**src/rtl/rvdec_pkg.sv**
```systemverilog
// Shared types and codes for the RV32IMF instruction decoder.
`default_nettype none

package rvdec_pkg;

    // Result kind codes
    typedef logic [1:0] t_kind;
    localparam t_kind KIND_INSTR   = 2'd0;
    localparam t_kind KIND_UNKNOWN = 2'd1;
    localparam t_kind KIND_DATA    = 2'd2;

    // Major opcodes, bits 6..2 of the word
    typedef logic [4:0] t_opc;
    localparam t_opc OPC_LOAD    = 5'h00;
    localparam t_opc OPC_LOAD_FP = 5'h01;
    localparam t_opc OPC_OP_IMM  = 5'h04;
    localparam t_opc OPC_AUIPC   = 5'h05;
    localparam t_opc OPC_STORE   = 5'h08;
    localparam t_opc OPC_STOREFP = 5'h09;
    localparam t_opc OPC_OP      = 5'h0C;
    localparam t_opc OPC_LUI     = 5'h0D;
    localparam t_opc OPC_MADD    = 5'h10;
    localparam t_opc OPC_MSUB    = 5'h11;
    localparam t_opc OPC_NMSUB   = 5'h12;
    localparam t_opc OPC_NMADD   = 5'h13;
    localparam t_opc OPC_OP_FP   = 5'h14;
    localparam t_opc OPC_BRANCH  = 5'h18;
    localparam t_opc OPC_JALR    = 5'h19;
    localparam t_opc OPC_JAL     = 5'h1B;

    // funct7 codes
    typedef logic [6:0] t_f7;
    localparam t_f7 F7_BASE  = 7'h00;
    localparam t_f7 F7_MULDV = 7'h01;
    localparam t_f7 F7_ALT   = 7'h20;
    localparam t_f7 F7_FADD  = 7'h00;
    localparam t_f7 F7_FSUB  = 7'h04;
    localparam t_f7 F7_FMUL  = 7'h08;
    localparam t_f7 F7_FDIV  = 7'h0C;
    localparam t_f7 F7_FSQRT = 7'h2C;
    localparam t_f7 F7_FSGNJ = 7'h10;
    localparam t_f7 F7_FMNMX = 7'h14;
    localparam t_f7 F7_FCVTW = 7'h60;
    localparam t_f7 F7_FMVXW = 7'h70;
    localparam t_f7 F7_FCMP  = 7'h50;
    localparam t_f7 F7_FCVTS = 7'h68;
    localparam t_f7 F7_FMVWX = 7'h78;

    // Mnemonic numbers
    typedef logic [6:0] t_mnem;
    localparam t_mnem MN_NONE     = 7'd0;
    localparam t_mnem MN_LUI      = 7'd1;
    localparam t_mnem MN_AUIPC    = 7'd2;
    localparam t_mnem MN_ADDI     = 7'd3;
    localparam t_mnem MN_SLTI     = 7'd4;
    localparam t_mnem MN_SLTIU    = 7'd5;
    localparam t_mnem MN_XORI     = 7'd6;
    localparam t_mnem MN_ORI      = 7'd7;
    localparam t_mnem MN_ANDI     = 7'd8;
    localparam t_mnem MN_SLLI     = 7'd9;
    localparam t_mnem MN_SRLI     = 7'd10;
    localparam t_mnem MN_SRAI     = 7'd11;
    localparam t_mnem MN_ADD      = 7'd12;
    localparam t_mnem MN_SUB      = 7'd13;
    localparam t_mnem MN_MUL      = 7'd14;
    localparam t_mnem MN_SLL      = 7'd15;
    localparam t_mnem MN_MULH     = 7'd16;
    localparam t_mnem MN_SLT      = 7'd17;
    localparam t_mnem MN_MULHSU   = 7'd18;
    localparam t_mnem MN_SLTU     = 7'd19;
    localparam t_mnem MN_MULHU    = 7'd20;
    localparam t_mnem MN_XOR      = 7'd21;
    localparam t_mnem MN_DIV      = 7'd22;
    localparam t_mnem MN_SRL      = 7'd23;
    localparam t_mnem MN_SRA      = 7'd24;
    localparam t_mnem MN_DIVU     = 7'd25;
    localparam t_mnem MN_OR       = 7'd26;
    localparam t_mnem MN_REM      = 7'd27;
    localparam t_mnem MN_AND      = 7'd28;
    localparam t_mnem MN_REMU     = 7'd29;
    localparam t_mnem MN_LB       = 7'd30;
    localparam t_mnem MN_LH       = 7'd31;
    localparam t_mnem MN_LW       = 7'd32;
    localparam t_mnem MN_LBU      = 7'd33;
    localparam t_mnem MN_LHU      = 7'd34;
    localparam t_mnem MN_SB       = 7'd35;
    localparam t_mnem MN_SH       = 7'd36;
    localparam t_mnem MN_SW       = 7'd37;
    localparam t_mnem MN_JAL      = 7'd38;
    localparam t_mnem MN_JALR     = 7'd39;
    localparam t_mnem MN_BEQ      = 7'd40;
    localparam t_mnem MN_BNE      = 7'd41;
    localparam t_mnem MN_BLT      = 7'd42;
    localparam t_mnem MN_BGE      = 7'd43;
    localparam t_mnem MN_BLTU     = 7'd44;
    localparam t_mnem MN_BGEU     = 7'd45;
    localparam t_mnem MN_FMADD_S  = 7'd46;
    localparam t_mnem MN_FADD_S   = 7'd50;
    localparam t_mnem MN_FSUB_S   = 7'd51;
    localparam t_mnem MN_FMUL_S   = 7'd52;
    localparam t_mnem MN_FDIV_S   = 7'd53;
    localparam t_mnem MN_FSQRT_S  = 7'd54;
    localparam t_mnem MN_FSGNJ_S  = 7'd55;
    localparam t_mnem MN_FSGNJN_S = 7'd56;
    localparam t_mnem MN_FSGNJX_S = 7'd57;
    localparam t_mnem MN_FMIN_S   = 7'd58;
    localparam t_mnem MN_FMAX_S   = 7'd59;
    localparam t_mnem MN_FCVT_W_S = 7'd60;
    localparam t_mnem MN_FCVT_WU_S = 7'd61;
    localparam t_mnem MN_FMV_X_W  = 7'd62;
    localparam t_mnem MN_FEQ_S    = 7'd63;
    localparam t_mnem MN_FLT_S    = 7'd64;
    localparam t_mnem MN_FLE_S    = 7'd65;
    localparam t_mnem MN_FCVT_S_W = 7'd66;
    localparam t_mnem MN_FCVT_S_WU = 7'd67;
    localparam t_mnem MN_FMV_W_X  = 7'd68;
    localparam t_mnem MN_FLW      = 7'd69;
    localparam t_mnem MN_FSW      = 7'd70;

    // One decoded result item
    typedef struct packed {
        t_kind              kind;
        t_mnem              mnemonic;
        logic [4:0]         dest_reg;
        logic [4:0]         src1_reg;
        logic [4:0]         src2_reg;
        logic [4:0]         src3_reg;
        logic signed [31:0] immediate;
        logic               end_marker;
        logic [31:0]        data_word;
    } t_result;

endpackage

`default_nettype wire

```
**src/rtl/rv32imf_instruction_decoder_top.sv**
```systemverilog
// Top level of the RV32IMF instruction decoder: input register, decode, result register.
//
// Channel   Dir  tdata                          tuser   tlast
// s_axis    in   instr_word[31:0]               -       -
// m_axis    out  mnemonic..data_word, 96 bits   kind    end_marker
//
// One item per cycle unless stalled; the input register feeds the result register.
// The critical path is the opcode/funct decode between the two registers.
// Reset clears both valid flags and returns to the instruction section.
// A stalled result holds in the output register; the input register still
// takes one more item, and the input side stalls only when both are full.
`default_nettype none

module rv32imf_instruction_decoder_top (
    input  wire logic        i_clk,
    input  wire logic        i_rst_n,
    // instr_word[31:0]
    input  wire logic [31:0] i_s_axis_tdata,
    input  wire logic        i_s_axis_tvalid,
    output      logic        o_s_axis_tready,
    // mnemonic[6:0], dest_reg[11:7], src1_reg[16:12], src2_reg[21:17],
    // src3_reg[26:22], immediate[58:27], data_word[90:59], zero[95:91]
    output      logic [95:0] o_m_axis_tdata,
    // kind[1:0]
    output      logic [1:0]  o_m_axis_tuser,
    // end_marker
    output      logic        o_m_axis_tlast,
    output      logic        o_m_axis_tvalid,
    input  wire logic        i_m_axis_tready
);
    import rvdec_pkg::*;

    logic        r_in_valid;
    logic [31:0] r_in_word;
    logic        r_out_valid;
    t_result     r_out;
    logic        r_data_section;
    t_result     dec_result;
    logic        advance;

    // The input register moves on when the result register is free or drains
    assign advance         = !r_out_valid || i_m_axis_tready;
    assign o_s_axis_tready = !r_in_valid || advance;

    rvdec_decode u_decode (
        .i_data_section (r_data_section),
        .i_word         (r_in_word),
        .o_result       (dec_result)
    );

    // Input register
    always_ff @(posedge i_clk) begin
        if (!i_rst_n) begin
            r_in_valid <= 1'b0;
        end else if (o_s_axis_tready) begin
            r_in_valid <= i_s_axis_tvalid;
        end
    end

    always_ff @(posedge i_clk) begin
        if (o_s_axis_tready && i_s_axis_tvalid) begin
            r_in_word <= i_s_axis_tdata;
        end
    end

    // Result register and section flag
    always_ff @(posedge i_clk) begin
        if (!i_rst_n) begin
            r_out_valid    <= 1'b0;
            r_data_section <= 1'b0;
        end else if (advance) begin
            r_out_valid <= r_in_valid;
            if (r_in_valid && dec_result.end_marker) begin
                r_data_section <= 1'b1;
            end
        end
    end

    always_ff @(posedge i_clk) begin
        if (advance && r_in_valid) begin
            r_out <= dec_result;
        end
    end

    // Output packing
    assign o_m_axis_tvalid = r_out_valid;
    assign o_m_axis_tuser  = r_out.kind;
    assign o_m_axis_tlast  = r_out.end_marker;
    assign o_m_axis_tdata  = {5'd0, r_out.data_word, r_out.immediate,
                              r_out.src3_reg, r_out.src2_reg, r_out.src1_reg,
                              r_out.dest_reg, r_out.mnemonic};

    // Once in the data section, only reset leaves it
    a_section_sticky: assert property (@(posedge i_clk) disable iff (!i_rst_n)
        r_data_section |=> r_data_section)
        else $error("data section flag dropped without reset");

    // An end marker result has already switched the section
    a_end_sets_section: assert property (@(posedge i_clk) disable iff (!i_rst_n)
        (r_out_valid && r_out.end_marker) |->
            (r_data_section && r_out.kind == KIND_INSTR && r_out.mnemonic == MN_JAL))
        else $error("end marker without section switch");

    // Unrecognized words carry no mnemonic and no immediate
    a_unknown_clean: assert property (@(posedge i_clk) disable iff (!i_rst_n)
        (r_out_valid && r_out.kind == KIND_UNKNOWN) |->
            (r_out.mnemonic == MN_NONE && r_out.immediate == 32'sd0))
        else $error("unknown word with mnemonic or immediate");

    // A data word only follows an end marker
    a_data_after_end: assert property (@(posedge i_clk) disable iff (!i_rst_n)
        (r_out_valid && r_out.kind == KIND_DATA) |-> r_data_section)
        else $error("data word outside data section");

endmodule

`default_nettype wire

```
**src/rtl/rvdec_decode.sv**
```systemverilog
// Combinational decode of one instruction word into a result item.
`default_nettype none

module rvdec_decode (
    input  wire logic              i_data_section,
    input  wire logic [31:0]       i_word,
    output rvdec_pkg::t_result     o_result
);
    import rvdec_pkg::*;

    logic [4:0]  opc;
    logic [2:0]  f3;
    logic [6:0]  f7;
    logic [4:0]  rd;
    logic [4:0]  rs2;
    logic [31:0] i_imm;
    logic [31:0] s_imm;
    logic [31:0] b_imm;
    logic [31:0] j_imm;
    logic [31:0] u_imm;
    logic [31:0] sh_imm;
    t_mnem       mn;
    logic [31:0] imm;
    logic        is_end;

    // Field slices and format immediates
    assign opc    = i_word[6:2];
    assign f3     = i_word[14:12];
    assign f7     = i_word[31:25];
    assign rd     = i_word[11:7];
    assign rs2    = i_word[24:20];
    assign i_imm  = {{20{i_word[31]}}, i_word[31:20]};
    assign s_imm  = {{20{i_word[31]}}, i_word[31:25], i_word[11:7]};
    assign b_imm  = {{19{i_word[31]}}, i_word[31], i_word[7], i_word[30:25],
                     i_word[11:8], 1'b0};
    assign j_imm  = {{11{i_word[31]}}, i_word[31], i_word[19:12], i_word[20],
                     i_word[30:21], 1'b0};
    assign u_imm  = {i_word[31:12], 12'h000};
    assign sh_imm = {27'd0, rs2};

    // Mnemonic and immediate select
    always_comb begin
        mn  = MN_NONE;
        imm = 32'd0;
        if (i_word[1:0] == 2'b11) begin
            case (opc)
                OPC_LUI: begin
                    mn  = MN_LUI;
                    imm = u_imm;
                end
                OPC_AUIPC: begin
                    mn  = MN_AUIPC;
                    imm = u_imm;
                end
                OPC_OP_IMM: begin
                    case (f3)
                        3'd0: mn = MN_ADDI;
                        3'd1: mn = (f7 == F7_BASE) ? MN_SLLI : MN_NONE;
                        3'd2: mn = MN_SLTI;
                        3'd3: mn = MN_SLTIU;
                        3'd4: mn = MN_XORI;
                        3'd5: begin
                            if (f7 == F7_BASE) mn = MN_SRLI;
                            else if (f7 == F7_ALT) mn = MN_SRAI;
                            else mn = MN_NONE;
                        end
                        3'd6: mn = MN_ORI;
                        default: mn = MN_ANDI;
                    endcase
                    // shifts carry the shift amount, the rest the I immediate
                    if (mn == MN_NONE) imm = 32'd0;
                    else if (f3 == 3'd1 || f3 == 3'd5) imm = sh_imm;
                    else imm = i_imm;
                end
                OPC_OP: begin
                    if (f7 == F7_BASE) begin
                        case (f3)
                            3'd0: mn = MN_ADD;
                            3'd1: mn = MN_SLL;
                            3'd2: mn = MN_SLT;
                            3'd3: mn = MN_SLTU;
                            3'd4: mn = MN_XOR;
                            3'd5: mn = MN_SRL;
                            3'd6: mn = MN_OR;
                            default: mn = MN_AND;
                        endcase
                    end else if (f7 == F7_MULDV) begin
                        case (f3)
                            3'd0: mn = MN_MUL;
                            3'd1: mn = MN_MULH;
                            3'd2: mn = MN_MULHSU;
                            3'd3: mn = MN_MULHU;
                            3'd4: mn = MN_DIV;
                            3'd5: mn = MN_DIVU;
                            3'd6: mn = MN_REM;
                            default: mn = MN_REMU;
                        endcase
                    end else if (f7 == F7_ALT) begin
                        if (f3 == 3'd0) mn = MN_SUB;
                        else if (f3 == 3'd5) mn = MN_SRA;
                        else mn = MN_NONE;
                    end
                end
                OPC_LOAD: begin
                    case (f3)
                        3'd0: mn = MN_LB;
                        3'd1: mn = MN_LH;
                        3'd2: mn = MN_LW;
                        3'd4: mn = MN_LBU;
                        3'd5: mn = MN_LHU;
                        default: mn = MN_NONE;
                    endcase
                    imm = (mn == MN_NONE) ? 32'd0 : i_imm;
                end
                OPC_STORE: begin
                    case (f3)
                        3'd0: mn = MN_SB;
                        3'd1: mn = MN_SH;
                        3'd2: mn = MN_SW;
                        default: mn = MN_NONE;
                    endcase
                    imm = (mn == MN_NONE) ? 32'd0 : s_imm;
                end
                OPC_BRANCH: begin
                    case (f3)
                        3'd0: mn = MN_BEQ;
                        3'd1: mn = MN_BNE;
                        3'd4: mn = MN_BLT;
                        3'd5: mn = MN_BGE;
                        3'd6: mn = MN_BLTU;
                        3'd7: mn = MN_BGEU;
                        default: mn = MN_NONE;
                    endcase
                    imm = (mn == MN_NONE) ? 32'd0 : b_imm;
                end
                OPC_JAL: begin
                    mn  = MN_JAL;
                    imm = j_imm;
                end
                OPC_JALR: begin
                    if (f3 == 3'd0) begin
                        mn  = MN_JALR;
                        imm = i_imm;
                    end
                end
                OPC_MADD, OPC_MSUB, OPC_NMSUB, OPC_NMADD: begin
                    // fused forms need single-precision format bits
                    if (i_word[26:25] == 2'b00) mn = MN_FMADD_S + {5'd0, opc[1:0]};
                end
                OPC_OP_FP: begin
                    case (f7)
                        F7_FADD:  mn = MN_FADD_S;
                        F7_FSUB:  mn = MN_FSUB_S;
                        F7_FMUL:  mn = MN_FMUL_S;
                        F7_FDIV:  mn = MN_FDIV_S;
                        F7_FSQRT: mn = (rs2 == 5'd0) ? MN_FSQRT_S : MN_NONE;
                        F7_FSGNJ: begin
                            case (f3)
                                3'd0: mn = MN_FSGNJ_S;
                                3'd1: mn = MN_FSGNJN_S;
                                3'd2: mn = MN_FSGNJX_S;
                                default: mn = MN_NONE;
                            endcase
                        end
                        F7_FMNMX: begin
                            case (f3)
                                3'd0: mn = MN_FMIN_S;
                                3'd1: mn = MN_FMAX_S;
                                default: mn = MN_NONE;
                            endcase
                        end
                        F7_FCVTW: begin
                            case (rs2)
                                5'd0: mn = MN_FCVT_W_S;
                                5'd1: mn = MN_FCVT_WU_S;
                                default: mn = MN_NONE;
                            endcase
                        end
                        F7_FMVXW: begin
                            mn = (f3 == 3'd0 && rs2 == 5'd0) ? MN_FMV_X_W : MN_NONE;
                        end
                        F7_FCMP: begin
                            case (f3)
                                3'd0: mn = MN_FLE_S;
                                3'd1: mn = MN_FLT_S;
                                3'd2: mn = MN_FEQ_S;
                                default: mn = MN_NONE;
                            endcase
                        end
                        F7_FCVTS: begin
                            case (rs2)
                                5'd0: mn = MN_FCVT_S_W;
                                5'd1: mn = MN_FCVT_S_WU;
                                default: mn = MN_NONE;
                            endcase
                        end
                        F7_FMVWX: begin
                            mn = (f3 == 3'd0 && rs2 == 5'd0) ? MN_FMV_W_X : MN_NONE;
                        end
                        default: mn = MN_NONE;
                    endcase
                end
                OPC_LOAD_FP: begin
                    if (f3 == 3'd2) begin
                        mn  = MN_FLW;
                        imm = i_imm;
                    end
                end
                OPC_STOREFP: begin
                    if (f3 == 3'd2) begin
                        mn  = MN_FSW;
                        imm = s_imm;
                    end
                end
                default: begin
                    mn  = MN_NONE;
                    imm = 32'd0;
                end
            endcase
        end
    end

    // JAL x0 with zero offset ends the instruction section
    assign is_end = (mn == MN_JAL) && (rd == 5'd0) && (imm == 32'd0);

    // Assemble the result; data words carry only the echoed word
    always_comb begin
        o_result           = '0;
        o_result.data_word = i_word;
        if (i_data_section) begin
            o_result.kind = KIND_DATA;
        end else begin
            o_result.kind       = (mn == MN_NONE) ? KIND_UNKNOWN : KIND_INSTR;
            o_result.mnemonic   = mn;
            o_result.dest_reg   = rd;
            o_result.src1_reg   = i_word[19:15];
            o_result.src2_reg   = rs2;
            o_result.src3_reg   = i_word[31:27];
            o_result.immediate  = imm;
            o_result.end_marker = is_end;
        end
    end

endmodule

`default_nettype wire

```
**config.mk**
```make
export PLATFORM = sky130hd
export DESIGN_NAME = rv32imf_instruction_decoder_top
export DESIGN_NICKNAME = d
export VERILOG_FILES = /design/src/rtl/rvdec_pkg.sv /design/src/rtl/rv32imf_instruction_decoder_top.sv /design/src/rtl/rvdec_decode.sv
export SDC_FILE = /design/constraint.sdc
export NUM_CORES = 1
export LEC_CHECK = 0
export BUFFER_PORTS_ARGS = -buffer_cell sky130_fd_sc_hd__buf_2
export CAP_MARGIN = 15
export CORE_MARGIN = 2
export CORE_UTILIZATION = 55
export DETAILED_ROUTE_END_ITERATION = 6
export PLACE_DENSITY = 0.81
export SETUP_SLACK_MARGIN = 0.5
export SLEW_MARGIN = 30
export SYNTH_ARGS = -nofsm -noshare
export SYNTH_HDL_FRONTEND = slang
export SYNTH_SLANG_ARGS = --single-unit
```
**constraint.sdc**
```tcl
create_clock -name i_clk -period 6.6 [get_ports i_clk]
set_input_delay 0.66 -clock i_clk [delete_from_list [all_inputs] [get_ports i_clk]]
set_output_delay 0.66 -clock i_clk [all_outputs]
set_load 0.02 [all_outputs]
```
# After elaboration in Yosys (flattened, before gate mapping)
# Cells that the tools add are included.
totals:
  register_bits: 129
  latchBits: 0
  ram_bits: 0
  romBits: 0
  in_bits: 36
  output_inout_bits: 101
  elab_cells: 127
  memories: 0
op_classes:
  n_addsub: 1
  mul: 0
  n_div: 0
  n_lt_le_gt_ge: 0
  eq_ne: 38
  shift: 0
  mux: 49
  n_bitwise: 0
  n_reduce_logical: 26
ops:
  columns: ["op", "count"]
  rows:
  - ["$mux 32", 9]
  - ["$pmux 32 s9", 1]
  - ["$mux 7", 18]
  - ["$pmux 7 s13", 1]
  - ["$pmux 7 s12", 1]
  - ["$pmux 5 s7", 2]
  - ["$pmux 7 s7", 1]
  - ["$logic_not 7->1", 6]
  - ["$eq 5x5->1 const B", 8]
  - ["$pmux 6 s3", 2]
  - ["$pmux 6 s6", 1]
  - ["$eq 7x7->1 const B", 5]
  - ["$logic_not 32->1", 1]
  - ["$pmux 6 s5", 1]
  - ["$pmux 6 s2", 2]
  - ["$eq 7x6->1 const B", 3]
  - ["$pmux 7 s3", 1]
  - ["$eq 5x4->1 const B", 4]
  - ["$mux 6", 3]
  - ["$logic_not 5->1", 3]
  - ["$eq 7x4->1 const B", 2]
  - ["$eq 7x5->1 const B", 2]
  - ["$pmux 7 s2", 1]
  - ["$eq 3x3->1 const B", 4]
  - ["other kinds (19)", 32]

# Longest topological paths before layout
logic_depth:
  depth_word: 15
  depth_mapped: 12
  mapped_depth_nobuf: 9

# Hierarchy
# Synthesis repeated with hierarchy kept, for this count alone.
unflattened:
  cells_unflattened: 544
  hier_area_um2: 6291.0
modules_own_cells:
  columns: ["mod", "n_inst", "cells_per_inst", "area_each_um2", "seq_area_each_um2"]
  rows:
  - ["rv32imf_instruction_decoder_top", 1, 145, 3953.8, 3843.7]
  - ["rvdec_decode", 1, 399, 2337.2, 0.0]

# Worst setup path after synthesis
# OpenSTA, ideal clock, no wires.
synth_timing:
  kind: "input-to-reg"
  startpoint: "input i_m_axis_tready"
  endpoint: "register r_data_section"
  setup_time_ns: 0.107
  arrival_ns: 5.777
  required_time_ns: 6.493
  path_slack_ns: 0.716
  stages: 4
  n_path_buf: 0
  path_cell_list: "nor2b_1 -> nor2b_1 -> o2111ai_1 -> o41ai_2"
synth_between:
  elab_chain_len: 2
synth_lines:
  columns: ["item", "line", "source"]
  rows:
  - ["from (decl)", "rv32imf_instruction_decoder_top.sv:29", "input wire logic i_m_axis_tready"]
  - ["$logic_or 1x1->1", "rv32imf_instruction_decoder_top.sv:42", "assign advance = !r_out_valid || i_m_axis_tready;"]
  - ["$reduce_and 2->1 (no source line)", null, null]
  - ["to (signal assigned)", "rv32imf_instruction_decoder_top.sv:70", "r_data_section <= 1'b0;"]
  - ["to (signal assigned)", "rv32imf_instruction_decoder_top.sv:74", "r_data_section <= 1'b1;"]
  - ["to (decl)", "rv32imf_instruction_decoder_top.sv:37", "logic r_data_section;"]
# Every way passes these cells.
# A chain may end at the register's enable or synchronous reset.

==> impl_metrics.json <==
{
  "status": "completed",
  "crit_family": "compound AO/OA/AOI/OAI gates",
  "r2r_slack_ns": 3.12,
  "path_buf_inv": 1,
  "synthArstFlopShare": 0,
  "p_int_mw": 1.52,
  "port_buffers": 131,
  "core_um2": 11000,
  "clk_latency_ns": 0.43,
  "place_hpwl_um": 11100,
  "syn_inst": 514,
  "ctsHoldBuffers": 0,
  "h-tree-depth": 4,
  "switchingPower_mw": 0.523,
  "grt_max_degree": 80,
  "syn_avg_cell_area_um2": 12.2,
  "slowest_delay_ns": 0.96,
  "rows": 38,
  "first_pass_iters": 7,
  "syn2layout_area_growth_pct": 19.7,
  "synth_area_leaders": "edfxtp_1, a21oi_1, nor2b_1",
  "netlist.area_leader.share": 0.604,
  "dieArea_um2": 12300,
  "maxSlewViolCount": 0,
  "antenna_found_initial": 0,
  "cts_num_sinks": 129,
  "synth_seq_cells": 129,
  "fillCellCount": 801,
  "arrival_ns": 3.73,
  "dpl.cell_count": 751,
  "utilization": 0.683,
  "synthTopCellsByCount": "edfxtp_1, nand2_1, a21oi_1, nor2_1, nor2b_1",
  "cts.path.max_buffers": 2,
  "synth_area_um2": 6260,
  "final_cell_count_no_fill": 783,
  "drtIter0Drc": 513,
  "maxSlewHeadroom": 0.358,
  "viasPerCell": 6.29,
  "start_util": 0.570,
  "cts-resized-gates": 0,
  "routabilityCongestion": 0.959,
  "crit_slowest_cell": "edfxtp_1",
  "antennaDiodeCount": 0,
  "ios": 137,
  "synth_ff_type": "edfxtp_1",
  "cts_tree": "done",
  "grt_pass1_vias": 4686,
  "cts_setup_buffers": 0,
  "drc": 0,
  "vias": 4924,
  "yosysMostFrequentCell": "edfxtp_1",
  "max_clock_freq_mhz": 288,
  "path_clk_slew_ns": 0.06,
  "die_w_um": 111,
  "final_nets": 672,
  "synth_seq_area_share": 0.614,
  "setup_tns_ns": 0,
  "path_cells": "inv_1 -> ha_1 -> o21bai_1 -> a21oi_1 -> o21ai_1 -> a21boi_1 -> o41ai_1 -> nand4_1 -> nor4b_2",
  "hold_path_class": "in2reg",
  "drtAntennaViolNets": 0,
  "worstMarginPinSlew_ns": 0.964,
  "clkPwrFrac": 0.432,
  "hold_viol_final": 0,
  "seqPwrFrac": 0.485,
  "min_period_ns": 3.48,
  "yosysWarnings": 0,
  "ys_types": 77,
  "root_buffer": "clkbuf_16",
  "rsz0062_at_grt": "no",
  "wl_per_cell_um": 21.2,
  "final.setup_skew_ns": 0.00860,
  "numCtsBuffers": 17,
  "endpoint_kind": "flop",
  "cp_max_fo": 29,
  "wl_um": 16600,
  "maxCapViolCount": 0,
  "overflow": 0,
  "p_leak_nw": 2.68,
  "synth-edff-count": 126,
  "swShare": 0.256,
  "drive_above_1_share": 0.289,
  "min_period_over_period": 0.527,
  "worstSetupStartpointType": "flop",
  "grt_usage": 0.275,
  "finalPower_mw": 2.04,
  "ir_worst_vdd_mv": 0.262,
  "synth_top_area_cell": "edfxtp_1",
  "critical_path_class": "reg2reg",
  "power-per-cell-area_nw_per_um2": 273,
  "crit_required_ns": 6.85,
  "die_h_um": 111,
  "setup_viol": 0,
  "power_frac_comb": 0.083,
  "grt_pass1_wl_um": 26000
}
## path summary, 6_finish.rpt
kind,depth (start not counted),start,end
setup / recovery,9,r_in_word[13],o_m_axis_tlast
hold / removal,1,i_s_axis_tdata[18],r_in_word[18]
setup reg to reg,9,r_in_word[13],o_m_axis_tlast
hold reg to reg,0,r_in_word[0],o_m_axis_tdata[59]
## layout make-up
| type | instances | area, um^2 | share of cell area |
|---|---|---|---|
| inverters | 9 | 33.8 | 0.00450 |
| repair buffers | 135 | 689 | 0.0919 |
| well taps | 140 | 175 | 0.0234 |
| multi-input cells | 338 | 2200 | 0.293 |
| clock buffers | 17 | 425 | 0.0567 |
| clock inverters | 15 | 133 | 0.0177 |
| flip-flops and latches | 129 | 3840 | 0.513 |
## routing by layer
metal  up-vias  part of all wire  routed length (um)  global-route usage
li1       2215                 -                   -                   -
met1      2332              0.40                6700               0.371
met2       335              0.47                7810               0.409
met3        42             0.092                1520              0.0749
met4         0             0.035                 578               0.143
met5         -                 0                   0                   0
## cells by family after synthesis
kind of cell	share of synthesized area
DFF	0.614
AOI/OAI and AO/OA	0.148
buffers and inverters	0.0393
muxes	0.00160
and+or+nand+nor	0.182
xor gates and xnor gates	0.00280
adders and majority gates	0.0120
other	0.000599
## metrics by stage
step / setup WS, ns / hold WS, ns / area (um^2)
floorplan: 0.716 / 0.421 / 6280
global placement: 3.29 / 0.434 / 6940
detailed placement: 3.28 / 0.443 / 6940
CTS: 3.23 / 0.389 / 7500
global route: 2.86 / 0.384 / 7500
finish: 3.12 / 0.402 / 7500
## layout by cell type (no fill, tap or decap), drive strengths merged, types with 7 or more instances in the layout
master	count
o21ai	11
edfxtp	126
or3	8
and2	13
nand2	40
nor2	28
inv	13
nor3	19
a21oi	37
clkbuf	17
nor2b	28
nor4	8
a21boi	7
nand4	9
buf	135
## registers in the layout (all words and copies together), names as in the netlist
register         flops
o_m_axis_tvalid      1
r_in_word           32
r_data_section       1
r_in_valid           1
o_m_axis_tuser       2
o_m_axis_tlast       1
o_m_axis_tdata      91
## power by group through the flow
stage | Clock [mW] | Combinational [mW] | Sequential, mW
after floorplan | 0 | 0.0939 | 1.02
after global placement | 0 | 0.166 | 1.01
after detailed placement | 0 | 0.167 | 1.01
after CTS | 0.892 | 0.168 | 0.991
after global routing | 0.930 | 0.181 | 0.997
final | 0.884 | 0.170 | 0.991
Power figures use the tool's default switching activity.
